[src/rtl/mtq_pkg.sv]
`timescale 1ns / 1ps
// ----------------------------------------------------------------------------
// mtq_pkg
// Shared widths, types and the output saturation function for the
// rotation matrix to quaternion pipeline.
// ----------------------------------------------------------------------------
package mtq_pkg;

    localparam int FRAC_BITS = 14;
    localparam int M_W       = 16;
    localparam int Q_W       = 16;
    localparam int LANES     = 3;
    // sums and differences of two matrix elements
    localparam int NM_W      = M_W + 1;
    // positive root argument, and its signed form
    localparam int AM_W      = ((M_W > FRAC_BITS) ? M_W : FRAC_BITS) + 2;
    localparam int AG_W      = AM_W + 1;
    localparam int SQIN_W    = AM_W + FRAC_BITS;
    localparam int SQ_W      = SQIN_W + (SQIN_W % 2);
    localparam int RT_W      = SQ_W / 2;
    localparam int DEN_W     = RT_W + 1;
    localparam int NUM_W     = NM_W + FRAC_BITS;
    localparam int XW        = ((NUM_W > DEN_W + Q_W) ? NUM_W : DEN_W + Q_W) + 1;
    localparam int MW        = (RT_W > Q_W) ? RT_W : Q_W;

    // component that carries the root term
    typedef enum logic [1:0] {
        ROOT_W = 2'd0,
        ROOT_X = 2'd1,
        ROOT_Y = 2'd2,
        ROOT_Z = 2'd3
    } t_root;

    typedef struct packed {
        t_root                        root;
        logic                         bad;
        logic [LANES-1:0]             neg;
        logic [LANES-1:0][NM_W-1:0]   mag;
        logic [RT_W-1:0]              rmag;
    } t_side;

    typedef struct packed {
        logic [Q_W-1:0] val;
        logic           flag;
    } t_sat;

    function automatic t_sat sat_q(input logic [MW-1:0] mag, input logic ovf,
                                   input logic neg);
        t_sat s;
        logic big;
        if (neg) begin
            big = ovf || (mag > MW'(2**(Q_W-1)));
        end else begin
            big = ovf || (mag > MW'(2**(Q_W-1) - 1));
        end
        s.flag = big;
        if (big) begin
            s.val = neg ? {1'b1, {(Q_W-1){1'b0}}} : {1'b0, {(Q_W-1){1'b1}}};
        end else begin
            s.val = neg ? (~mag[Q_W-1:0] + 1'b1) : mag[Q_W-1:0];
        end
        return s;
    endfunction

endpackage

[src/rtl/mtq_sqrt.sv]
`timescale 1ns / 1ps
// ----------------------------------------------------------------------------
// mtq_sqrt
// Pipelined integer square root, one result bit per stage, of the root
// argument scaled by the fraction bits. Side data travels with each item.
// ----------------------------------------------------------------------------
module mtq_sqrt (
    input  logic                    i_clk,
    input  logic                    i_rst_n,
    input  logic                    i_en,
    input  logic                    i_valid,
    input  logic [mtq_pkg::AM_W-1:0] i_arg,
    input  mtq_pkg::t_side          i_side,
    output logic                    o_valid,
    output logic [mtq_pkg::RT_W-1:0] o_root,
    output mtq_pkg::t_side          o_side
);

    localparam int STG  = mtq_pkg::RT_W;
    localparam int SQ_W = mtq_pkg::SQ_W;

    logic                r_v    [STG];
    logic [SQ_W-1:0]     r_n    [STG];
    logic [SQ_W-1:0]     r_res  [STG];
    mtq_pkg::t_side      r_side [STG];

    for (genvar g = 0; g < STG; g++) begin : g_stage
        localparam logic [SQ_W-1:0] BIT = SQ_W'(1) << (SQ_W - 2 - 2*g);
        logic            w_v_in;
        logic [SQ_W-1:0] w_n_in;
        logic [SQ_W-1:0] w_res_in;
        mtq_pkg::t_side  w_side_in;
        logic [SQ_W-1:0] w_t;
        logic [SQ_W-1:0] n_n;
        logic [SQ_W-1:0] n_res;

        if (g == 0) begin : g_first
            assign w_v_in    = i_valid;
            assign w_n_in    = SQ_W'({i_arg, {mtq_pkg::FRAC_BITS{1'b0}}});
            assign w_res_in  = '0;
            assign w_side_in = i_side;
        end else begin : g_next
            assign w_v_in    = r_v[g-1];
            assign w_n_in    = r_n[g-1];
            assign w_res_in  = r_res[g-1];
            assign w_side_in = r_side[g-1];
        end

        assign w_t = w_res_in + BIT;

        always_comb begin
            if (w_n_in >= w_t) begin
                n_n   = w_n_in - w_t;
                n_res = (w_res_in >> 1) + BIT;
            end else begin
                n_n   = w_n_in;
                n_res = w_res_in >> 1;
            end
        end

        always_ff @(posedge i_clk) begin
            if (!i_rst_n) begin
                r_v[g] <= 1'b0;
            end else if (i_en) begin
                r_v[g] <= w_v_in;
            end
        end

        always_ff @(posedge i_clk) begin
            if (i_en) begin
                r_n[g]    <= n_n;
                r_res[g]  <= n_res;
                r_side[g] <= w_side_in;
            end
        end
    end

    assign o_valid = r_v[STG-1];
    assign o_root  = r_res[STG-1][mtq_pkg::RT_W-1:0];
    assign o_side  = r_side[STG-1];

endmodule

[config.mk]
export PLATFORM = sky130hd
export DESIGN_NAME = mtq_sqrt
export DESIGN_NICKNAME = d
export VERILOG_FILES = /design/src/rtl/mtq_pkg.sv /design/src/rtl/mtq_sqrt.sv
export SDC_FILE = /design/constraint.sdc
export NUM_CORES = 1
export LEC_CHECK = 0
export ABC_AREA = 1
export BUFFER_PORTS_ARGS = -buffer_cell sky130_fd_sc_hd__buf_2
export CAP_MARGIN = 20
export CORE_ASPECT_RATIO = 0.5
export CORE_MARGIN = 3
export CORE_UTILIZATION = 30
export DETAILED_ROUTE_END_ITERATION = 7
export SLEW_MARGIN = 20
export SYNTH_ARGS = -nofsm -noshare
export SYNTH_HDL_FRONTEND = slang
export SYNTH_SLANG_ARGS = --single-unit
[constraint.sdc]
create_clock -name i_clk -period 4.4 [get_ports i_clk]
set_clock_uncertainty 0.2 [all_clocks]
set_input_delay 0.44 -clock i_clk [delete_from_list [all_inputs] [get_ports i_clk]]
set_output_delay 0.44 -clock i_clk [all_outputs]
set_load 0.01 [all_outputs]
==> results of run 1 <==
==> area by class of cell <==
| class | instances | area [sq um] | share of cell area [%] |
|---|---|---|---|
| Sequential cell | 1626 | 48800 | 67.3 |
| Multi-Input combinational cell | 2081 | 11000 | 15.1 |
| Clock buffer | 183 | 4130 | 5.69 |
| Tap cell | 2737 | 3420 | 4.72 |
| Timing Repair Buffer | 316 | 2310 | 3.19 |
| Inverter | 507 | 1920 | 2.64 |
| Clock inverter | 93 | 988 | 1.36 |
| Antenna cell | 1 | 2.50 | 0.00345 |
==> cell families (layout without fill, tap and decap cells) <==
group / after synthesis / after routing
flip-flops: 1626 / 1626
AO/OA/AOI/OAI: 267 / 267
XOR/XNOR: 100 / 100
AND/OR/NAND/NOR: 1573 / 1573
adder cells (fa/ha/maj): 141 / 141
buffers and inverters: 531 / 1099
other: 0 / 1
==> what timing repair did <==
action                                 CTS  global route
setup endpoints to repair                0             0
endpoints found under the hold margin  111             0
hold buffers                            95             0
==> cell usage in the layout, fill, tap and decap left out, types with 6 or more instances in the layout <==
| master | synthesis | routed |
|---|---|---|
| o21ai_0 | 68 | 68 |
| o21ai_2 | 24 | 24 |
| inv_2 | 9 | 9 |
| clkinv_1 | 0 | 27 |
| clkinvlp_4 | 0 | 9 |
| nor2_1 | 296 | 296 |
| a21oi_2 | 16 | 16 |
| nand2_2 | 20 | 20 |
| nand3b_1 | 35 | 35 |
| clkbuf_1 | 1 | 21 |
| a21oi_1 | 106 | 106 |
| inv_6 | 0 | 10 |
| xnor2_1 | 54 | 54 |
| fa_1 | 6 | 6 |
| o21ai_1 | 33 | 33 |
| nor3_1 | 34 | 34 |
| or2_2 | 7 | 7 |
| nor2_2 | 14 | 14 |
| buf_4 | 7 | 25 |
| bufinv_16 | 0 | 16 |
| edfxtp_1 | 1625 | 1625 |
| nand4_1 | 52 | 52 |
| inv_1 | 495 | 495 |
| nand2_1 | 898 | 898 |
| xor2_1 | 46 | 46 |
| clkinv_2 | 0 | 20 |
| buf_12 | 2 | 13 |
| nor4_1 | 10 | 10 |
| buf_2 | 4 | 183 |
| clkbuf_16 | 0 | 162 |
| ha_1 | 135 | 135 |
| dlygate4sd3_1 | 0 | 95 |
| nand3_1 | 175 | 175 |
==> state kept, by name (all words and copies together) (netlist names) <==
name    cells
r_side   1168
r_res     136
r_v        16
r_n       306
==> stage by stage <==
step,setup slack (ns),power [W],instances
finish,1.39,0.0362,7544
detailed placement,1.40,0.0229,7172
floorplan,2.03,0.0216,4238
CTS,1.37,0.0368,7543
global placement,1.47,0.0228,7172
global route,1.14,0.0380,7544
==> power by group through the flow <==
stage	Sequential [W]	Clock (W)	Combinational, W
6_report	0.0191	0.0136	0.00346
3_5_place_dp	0.0195	0	0.00343
3_3_place_gp	0.0194	0	0.00340
4_1_cts	0.0191	0.0142	0.00351
5_1_grt	0.0192	0.0148	0.00399
2_1_floorplan	0.0192	0	0.00235
==> worst max path at each step <==
stage	from	to	slack, ns	cells after the start
floorplan	r_n[1][74]$_SDFFCE_PP0P_	r_n[1][121]$_DFFE_PP_	2.03	13
global placement	r_res[5][40]$_DFFE_PP_	r_n[1][137]$_DFFE_PP_	1.47	14
detailed placement	r_n[1][104]$_SDFFCE_PP0P_	r_n[1][144]$_DFFE_PP_	1.40	13
CTS	r_n[1][104]$_SDFFCE_PP0P_	r_n[1][144]$_DFFE_PP_	1.37	13
global route	r_res[5][40]$_DFFE_PP_	r_n[1][141]$_DFFE_PP_	1.14	14
finish	r_n[1][104]$_SDFFCE_PP0P_	r_n[1][143]$_DFFE_PP_	1.39	13
==> per-layer routing <==
metal	track usage (%)	wire, um
met1	12.7	48200
met2	15.8	48600
met3	2.20	4260
met4	3.84	3840
met5	0	0
==> worst register-to-register path: stages, from the launching register on <==
cell and delay [ns]:
edfxtp_1 0.41, ha_1 0.19, inv_1 0.06, fa_1 0.40, inv_1 0.09, nand3_1 0.07
nand3_1 0.15, nand2_1 0.07, nand2_1 0.11, nand2_1 0.06, nand2_1 0.39, inv_2 0.31
nand2_1 0.12, o21ai_0 0.09
==> results.tsv, run 1 <==
stage	metric	value	unit
detailed_routing	Via Count	31146	
critical_path	cells along the critical path	ha_1 -> inv_1 -> fa_1 -> inv_1 -> nand3_1 -> nand3_1 -> nand2_1 -> nand2_1 -> nand2_1 -> nand2_1 -> inv_2 -> nand2_1 -> o21ai_0	
synthesis	synth warn	0	
detailed_routing	DR DRC count	0	
synthesis	area leader, netlist	edfxtp_1	
grt	largest net degree at the start of global routing	129	
critical_path	reg2reg end	r_n[1][143]$_DFFE_PP_	
detailed_routing	DRT iter0 DRCs	2462	
sta	Worst Tran Pin Value	0.922	ns
clocking	post-CTS setup repair buffer count	0	
critical_path	R2R Path Start	r_n[1][104]$_SDFFCE_PP0P_	
floorplan	chip height	327	um
hold_path	WHS Endpoint	r_side[0][9]$_DFFE_PP_	
detailed_routing	Post-Route WL	105	mm
critical_path	Reg2Reg Depth	13	
synthesis	Post-synth top cells	1,625 x edfxtp_1, 898 x nand2_1, 495 x inv_1	
sta	crit share post-route	68.5	%
synthesis	Synth top area share	78.8	%
sta	Setup-failing EPs final	0	
place	Final Wtd Congestion	0.845	
synthesis	Distinct cells, synth	53	
power	fraction of power consumed by combinational cells	9.6	%
sta	max frequency	332	MHz
clocking	CTS H-tree lvls	4	
critical_path	critical path fanouts, max	24	
clocking	cts repair resizes	0	
grt	vias in the first global route	30599	
clocking	cts bufs inserted	161	
synthesis	synthesized area	62000	sq um
synthesis	adder-cell share of the synthesized area	2.92	%
power	power per cell area	498	nW/um^2
power	sw frac	24.0	%
synthesis	Compound-Gate Fraction of Synth Area	2.50	%
layout	share of layout cells above drive strength 1	11.8	%
sta	worst hold slack	0.133	ns
clocking	root buffer cell	clkbuf_16	
detailed_routing	DRT Pass-1 Iters	7	
synthesis	main combinational cell family by area after synthesis	simple AND/OR/NAND/NOR gates	
synthesis	top-count cell post-synth	edfxtp_1	
floorplan	die area	212000	sq um
layout	fillers	19573	
synthesis	sequential area share after synthesis	78.8	%
critical_path	Startpoint Class	register	
grt	GRT Resource Usage Total	9.76	%
floorplan	Die Wd	649	um
floorplan	Starting Density	30.3	%
power	Flop pwr share	52.9	%
layout	nets@finish	4929	
clocking	CTS tree	done	
critical_path	path type of the worst setup path	register to register	
synthesis	mux cell area share after synthesis	0	%
place	IO buf count	184	
sta	TNS Setup	0	ns
critical_path	Crit path max-delay family	simple AND/OR/NAND/NOR gates	
detailed_routing	Final ANT Viol Nets	0	
synthesis	flops & latches, synth	1626	
critical_path	CP bufs+invs	3	
synthesis	Syn Inst Count	4238	
hold_path	worst min-delay path category	primary input to register	
power	Switching Power	0.00868	W
sta	relative slew slack	38.5	%
sta	min Tclk post-route	3.01	ns
floorplan	Boundary Pins	185	
detailed_routing	DR WL/cell	13.9	um
sta	Slew Limit Fails	0	
layout	P&R area growth vs syn	17.2	%
floorplan	Core Region	204000	sq um
hold_path	hold path cells	2	
synthesis	Mapped Nets	4474	
floorplan	row count	117	
grt	grt total ovfl	0	
detailed_routing	via/cell ratio	4.13	
critical_path	R2R Setup Slk	1.39	ns
synthesis	top post-synthesis cells by area	edfxtp_1 79%, nand2_1 5.4%, inv_1 3.0%	
clocking	clk_lat worst skew	0.81	ns
power	worst vdd ir	0.280	mV
sta	RSZ-0062 raised after global routing	false	
clocking	clk slew on worst S/H paths	0.07	ns
synthesis	post-synthesis xor/xnor area fraction	1.41	%
layout	design area	72600	sq um
critical_path	WP data arrival	3.33	ns
synthesis	FFs w/ async S/R, synth	0	%
place	DP HPWL	69.2	mm
synthesis	Most used DFF post-synth	edfxtp_1	
flow_run	max_cap viols	0	
status	status	complete, no violations	
hold_path	HP Start	i_side[9]	
critical_path	most frequent CP cell	nand2_1	
synthesis	syn_area_per_cell	14.6	sq um
synthesis	Simple-Gate Fraction of Synth Area	10.9	%
power	Pleak	27.3	nW
critical_path	Worst path max stage delay	0.41	ns
power	P_int	0.0275	W
critical_path	Critical-path top delay cell	edfxtp_1	
critical_path	Req. time, crit path	4.71	ns
power	clock power share	37.6	%
synthesis	number of synthesized flops with an enable pin	1625	
place	Cell Area, Placed	66500	sq um
critical_path	CP Capture Type	register	
grt	first-pass GRT wire length	166	mm
clocking	Sink Count	1626	
clocking	Clock Path Buffers	4	
sta	Fin. Hold Viols	0	
layout	Core Util, Final	35.5	%
grt	initial antenna violation count	1	
Power figures use the tool's default switching activity.
==> run 2, diff against run 1 <==
clock period = 2.7 ns   (was 4.4 ns; I/O delays follow)
==> results.tsv, run 2 (same netlist as run 1, synthesis figures left out) <==
stage	metric	value	unit	change
flow_run	max_cap viols	0		unchanged
power	total power	0.0589	W	+63%
critical_path	CP Capture Type	register		
sta	worst hold slack	0.131	ns	-0.00159 ns
floorplan	die area	212000	sq um	unchanged
hold_path	worst min-delay path category	primary input to register		
critical_path	Reg2Reg Depth	12		-1
layout	most frequent cells in the layout	1,625 x edfxtp_1, 896 x nand2_1, 495 x inv_1, 296 x nor2_1, 185 x dlygate4sd3_1		
clocking	cts bufs inserted	160		-0.62%
detailed_routing	DR WL/cell	14.0	um	+0.84%
layout	nets@finish	5056		+2.6%
clocking	CTS H-tree lvls	4		unchanged
critical_path	critical path fanouts, max	4		-83%
clocking	clk_lat worst skew	0.80	ns	about the same
layout	Antenna Cells	0		-1
layout	P&R area growth vs syn	19.3	%	
grt	met1 GRT Util	13.1	%	+0.33 points
power	Pleak	27.9	nW	+2.2%
layout	share of layout cells above drive strength 1	12.3	%	+0.55 points
place	Cell Area, Placed	67000	sq um	+0.65%
critical_path	R2R Setup Slk	0.17	ns	-1.21 ns
detailed_routing	Via Count	31673		+1.7%
sta	TNS Setup	0	ns	unchanged
grt	initial antenna violation count	0		-1
sta	min Tclk post-route	2.53	ns	-0.489 ns
clocking	Sink Count	1626		unchanged
place	IO buf count	184		unchanged
grt	largest net degree at the start of global routing	105		-19%
critical_path	WP data arrival	2.86	ns	-0.47 ns
critical_path	Req. time, crit path	3.04	ns	-1.67 ns
grt	grt total ovfl	0		unchanged
floorplan	Starting Density	30.3	%	unchanged
layout	top flop regs	r_side: 1168 flops, r_n: 306 flops, r_res: 136 flops		
detailed_routing	DR DRC count	0		unchanged
critical_path	reg2reg end	r_n[1][182]$_DFFE_PP_		
sta	Fin. Hold Viols	0		unchanged
grt	GRT Resource Usage Total	10.0	%	+0.29 points
critical_path	Crit. Startpoint	r_n[1][134]$_SDFFCE_PP0P_		
clocking	Clock Path Buffers	4		unchanged
sta	Setup-failing EPs final	0		unchanged
place	Final Wtd Congestion	0.864		+2.2%
layout	Largest register FFs	1168		unchanged
detailed_routing	DRT Pass-1 Iters	6		-1
sta	crit share post-route	93.5	%	+25 points
critical_path	Startpoint Class	register		
sta	RSZ-0062 raised after global routing	false		
critical_path	CP endpoint	r_n[1][182]$_DFFE_PP_		
layout	design area	73900	sq um	+1.8%
critical_path	R2R Path Start	r_n[1][134]$_SDFFCE_PP0P_		
sta	max frequency	396	MHz	+19%
layout	Finished Layout Cells	7679		+1.8%
floorplan	Core Region	204000	sq um	unchanged
detailed_routing	Final ANT Viol Nets	0		unchanged
sta	Slew Limit Fails	0		unchanged
floorplan	chip height	327	um	unchanged
detailed_routing	via/cell ratio	4.12		about the same
power	worst vdd ir	0.469	mV	+68%
hold_path	HP Start	i_arg[16]		
sta	relative slew slack	56.3	%	+18 points
critical_path	path type of the worst setup path	register to register		
grt	GRT met3 Usage	2.23	%	+0.027 points
clocking	CTS tree	done		
grt	vias in the first global route	31606		+3.3%
status	status	complete, no violations		
floorplan	row count	117		unchanged
detailed_routing	DRT iter0 DRCs	2241		-9.0%
place	DP HPWL	72.6	mm	+5.0%
layout	most common library cell in the layout ignoring fill and taps	edfxtp_1		
grt	first-pass GRT wire length	171	mm	+3.2%
grt	met2 track demand over resource	16.8	%	+0.98 points
clocking	clk slew on worst S/H paths	0.06	ns	about the same
sta	Worst Tran Pin Value	0.654	ns	-0.268 ns
floorplan	Boundary Pins	185		unchanged
power	power per cell area	797	nW/um^2	+60%
place	Cells after DPL	7210		+0.53%
layout	Biggest register	r_side		
grt	gr busiest metal	met2		
floorplan	Die Wd	649	um	unchanged
clocking	root buffer cell	clkbuf_16		
detailed_routing	Post-Route WL	108	mm	+2.6%
[run 2: changes by cell type in the layout (fill, tap and decap cells not counted), sizes merged]
cell         delta
clkbuf          +5
bufinv          -1
clkinv          +6
inv             -2
buf            +38
dlygate4sd3    +90
diode           -1
[run 2: final cells by class]
class | count | area, sq um
sequential | 1626 | 48800
fill | 19586 | 130000
clock buffer | 188 | 4150
inverter | 507 | 1920
timing repair buffer | 444 | 3660
tap | 2737 | 3420
clock inverter | 96 | 942
multi-input combinational | 2081 | 11000
[run 2: critical path, stage by stage (launching register included)]
cell,delay [ns]
edfxtp_1,0.46
ha_1,0.28
fa_1,0.46
nand3_1,0.12
nand3_1,0.16
nand3_1,0.11
nand2_1,0.15
nand2_1,0.13
nand2_1,0.05
nand2_1,0.05
nand2_1,0.05
nand2_1,0.05
inv_1,0.04
[run 2: per-stage QoR]
step | setup WS (ns) | util (%)
after floorplan | 0.325 | -
after global placement | 0.159 | 32.8
after detailed placement | 0.0918 | 32.8
after CTS | 0.0855 | 36.2
after global routing | 0.00533 | 36.2
final | 0.174 | 36.2
[run 2: per-layer routing]
metal  part of all wire [%]  wire length [um]
met5                      0                 0
met4                    2.6              2800
met3                    4.1              4440
met2                     47             51100
met1                     46             49300
[run 2: worst min-delay path by stage]
stage                                          end  slack (ns)  cells after the start
after floorplan               r_n[0][14]$_DFFE_PP_        0.17                      0
after global placement     r_side[5][80]$_DFFE_PP_        0.20                      0
after detailed placement  r_side[0][101]$_DFFE_PP_        0.20                      0
after CTS                   r_res[0][30]$_DFFE_PP_        0.05                      3
after global routing        r_res[0][30]$_DFFE_PP_        0.09                      3
final                       r_res[0][30]$_DFFE_PP_        0.13                      3
[run 2: power breakdown]
group | internal (W) | leakage [nW] | switching (W)
clock network | 0.0125 | 2.47 | 0.00939
registers | 0.0302 | 15.8 | 0.00100
logic | 0.00213 | 9.67 | 0.00370
total | 0.0448 | 27.9 | 0.0141
[run 2: timing repair]
item | 4_1_cts | 5_1_grt
hold buffers | 185 | 0
resized for setup | 0 | 13
setup endpoints to repair | 0 | 33
endpoints found under the hold margin | 608 | 0
buffers inserted | 0 | 0
==> run 3, diff against run 2 <==
clock period = 2.2 ns   (was 2.7 ns; I/O delays follow)
==> results.tsv, run 3 (same netlist as run 1, synthesis figures left out) <==
stage	metric	value	unit	change
layout	Multi-input gate area	13900	sq um	+26%
clocking	cts bufs inserted	162		+1.3%
critical_path	Crit path max-delay family	simple AND/OR/NAND/NOR gates		
detailed_routing	via/cell ratio	4.16		+0.94%
power	Flop pwr share	50.2	%	-2.7 points
layout	Largest register FFs	1168		unchanged
floorplan	Boundary Pins	185		unchanged
clocking	root buffer cell	clkbuf_16		
floorplan	die area	212000	sq um	unchanged
clocking	CTS tree	done		
clocking	Clock Path Buffers	4		unchanged
place	DP HPWL	78.3	mm	+7.9%
sta	setup slack after layout	-0.163	ns	-0.338 ns
critical_path	Req. time, crit path	2.59	ns	-0.45 ns
sta	relative slew slack	55.6	%	-0.66 points
status	failing checks	setup timing		
critical_path	Critical-path top delay cell	edfxtp_1		
layout	Finished Layout Cells	8254		+7.5%
grt	vias in the first global route	34534		+9.3%
grt	grt total ovfl	0		unchanged
detailed_routing	DRT Pass-1 Iters	5		-1
power	P_int	0.0575	W	+28%
layout	nets@finish	5630		+11%
critical_path	CP endpoint	r_n[1][201]$_DFFE_PP_		
floorplan	row count	117		unchanged
critical_path	cells along the critical path	inv_1 -> ha_2 -> inv_2 -> fa_2 -> inv_2 -> nand3_2 -> nand3_4 -> nand2_4 -> nand3_4 -> nand2_4 -> nand2_8 -> buf_4 -> inv_6 -> o21ai_2		
sta	crit share post-route	107	%	+14 points
detailed_routing	Final ANT Viol Nets	0		unchanged
layout	top flop regs	r_side: 1168 flops, r_n: 306 flops, r_res: 136 flops		
critical_path	CP bufs+invs	5		+4
critical_path	R2R Path Start	r_res[6][36]$_DFFE_PP_		
power	Pleak	31.6	nW	+13%
floorplan	Core Region	204000	sq um	unchanged
status	status	finished with violations		
grt	first-pass GRT wire length	187	mm	+9.2%
layout	P&R area growth vs syn	32.1	%	
clocking	Sink Count	1626		unchanged
grt	GRT Resource Usage Total	11.0	%	+0.99 points
clocking	CTS H-tree lvls	4		unchanged
power	clock power share	35.6	%	-1.6 points
sta	Slew Limit Fails	0		unchanged
power	power per cell area	931	nW/um^2	+17%
critical_path	R2R Setup Slk	-0.16	ns	-0.34 ns
power	sw frac	24.6	%	+0.67 points
critical_path	Crit. Startpoint	r_res[6][36]$_DFFE_PP_		
critical_path	path type of the worst setup path	register to register		
grt	largest net degree at the start of global routing	130		+24%
layout	fillers	18966		-3.2%
layout	most frequent cells in the layout	1,625 x edfxtp_1, 720 x nand2_1, 537 x buf_4, 449 x inv_1, 251 x nor2_1		
sta	max frequency	423	MHz	+6.9%
sta	Fin. Hold Viols	0		unchanged
detailed_routing	DRT iter0 DRCs	2172		-3.1%
critical_path	critical path fanouts, max	6		+2
critical_path	Startpoint Class	register		
power	worst vdd ir	0.666	mV	+42%
place	Final Wtd Congestion	0.831		-3.8%
layout	most common library cell in the layout ignoring fill and taps	edfxtp_1		
hold_path	HP Start	i_arg[16]		
detailed_routing	Post-Route WL	120	mm	+12%
place	IO buf count	184		unchanged
grt	initial antenna violation count	1		+1
sta	Setup-failing EPs final	139		+139
place	Cells after DPL	7631		+5.8%
critical_path	Levels on crit path	14		+2
power	fraction of power consumed by combinational cells	14.1	%	+4.2 points
power	total power	0.0762	W	+29%
critical_path	Worst path max stage delay	0.38	ns	-0.08 ns
layout	Biggest register	r_side		
floorplan	chip height	327	um	unchanged
sta	Worst Tran Pin Value	0.666	ns	+0.0115 ns
floorplan	Die Wd	649	um	unchanged
critical_path	reg2reg end	r_n[1][201]$_DFFE_PP_		
sta	RSZ-0062 raised after global routing	true		
clocking	clk_lat worst skew	0.80	ns	about the same
flow_run	max_cap viols	0		unchanged
clocking	clk slew on worst S/H paths	0.06	ns	about the same
detailed_routing	DR WL/cell	14.5	um	+3.8%
floorplan	Starting Density	30.3	%	unchanged
hold_path	worst min-delay path category	primary input to register		
critical_path	WP data arrival	2.76	ns	-0.10 ns
layout	sequential cell area	48800	sq um	unchanged
critical_path	Reg2Reg Depth	14		+2
power	Switching Power	0.0187	W	+33%
detailed_routing	Via Count	34364		+8.5%
sta	min Tclk post-route	2.36	ns	-0.162 ns
detailed_routing	DR DRC count	0		unchanged
critical_path	CP Capture Type	register		
layout	share of layout cells above drive strength 1	30.6	%	+18 points
-- run 3: power by group through the flow --
stage               registers, W  clock network [W]  logic, W
floorplan                 0.0384                  0   0.00470
global placement          0.0388                  0   0.00870
detailed placement        0.0389                  0   0.00874
CTS                       0.0382             0.0283   0.00972
global route              0.0385             0.0296    0.0120
finish                    0.0383             0.0272    0.0108
-- run 3: per-layer routing --
metal	global-route usage, %	share of wire [%]
met5	0	0
met4	4.80	4.2
met3	2.32	3.8
met2	18.7	49
met1	13.7	43
-- run 3: cell type report --
cell class / instances / area share, %
Timing Repair Buffer: 997 / 10.1
Tap cell: 2737 / 4.18
Timing Repair inverter: 18 / 0.300
Multi-Input combinational cell: 2082 / 17.0
Inverter: 507 / 2.45
Clock inverter: 104 / 1.22
Clock buffer: 182 / 5.07
Sequential cell: 1626 / 59.6
Antenna cell: 1 / 0.00306
-- run 3: timing repair --
item                       4_1_cts  5_1_grt
buffers inserted                52       85
cloned                          17        8
hold buffers                   186        0
gates resized for setup        362      441
setup endpoints to repair      179      224
pin swaps                       86      137
hold endpoints to repair       789        0
-- run 3: worst reg2reg max path: cells and delay by family, from the launching register on --
family | cells | cell delay, ns
AOI/OAI and AO/OA | 1 | 0.11
adders and majority gates | 2 | 0.54
buffers and inverters | 5 | 0.40
DFF | 1 | 0.38
and+or+nand+nor | 6 | 0.59
-- run 3: worst min-delay path by stage --
| stage | to | slack [ns] | depth (start not counted) |
|---|---|---|---|
| 2_1_floorplan | r_n[0][14]$_DFFE_PP_ | 0.12 | 0 |
| 3_3_place_gp | r_side[0][7]$_DFFE_PP_ | 0.20 | 1 |
| 3_5_place_dp | r_n[0][16]$_DFFE_PP_ | 0.20 | 1 |
| 4_1_cts | r_res[0][30]$_DFFE_PP_ | 0.009 | 3 |
| 5_1_grt | r_res[0][30]$_DFFE_PP_ | 0.08 | 3 |
| 6_report | r_res[0][30]$_DFFE_PP_ | 0.1 | 3 |
-- run 3: stage by stage --
step	setup WS, ns	area, sq um	TNS, ns	utilization [%]	hold WS [ns]
6_report	-0.163	81900	-10.24	40.1	0.0964
4_1_cts	-0.130	79400	-6.91	38.8	0.00907
3_3_place_gp	-0.328	70300	-17.34	34.4	0.196
2_1_floorplan	-0.0517	62000	-0.506	-	0.119
3_5_place_dp	-0.376	70300	-19.76	34.4	0.198
5_1_grt	-0.288	81900	-24.45	40.1	0.0849
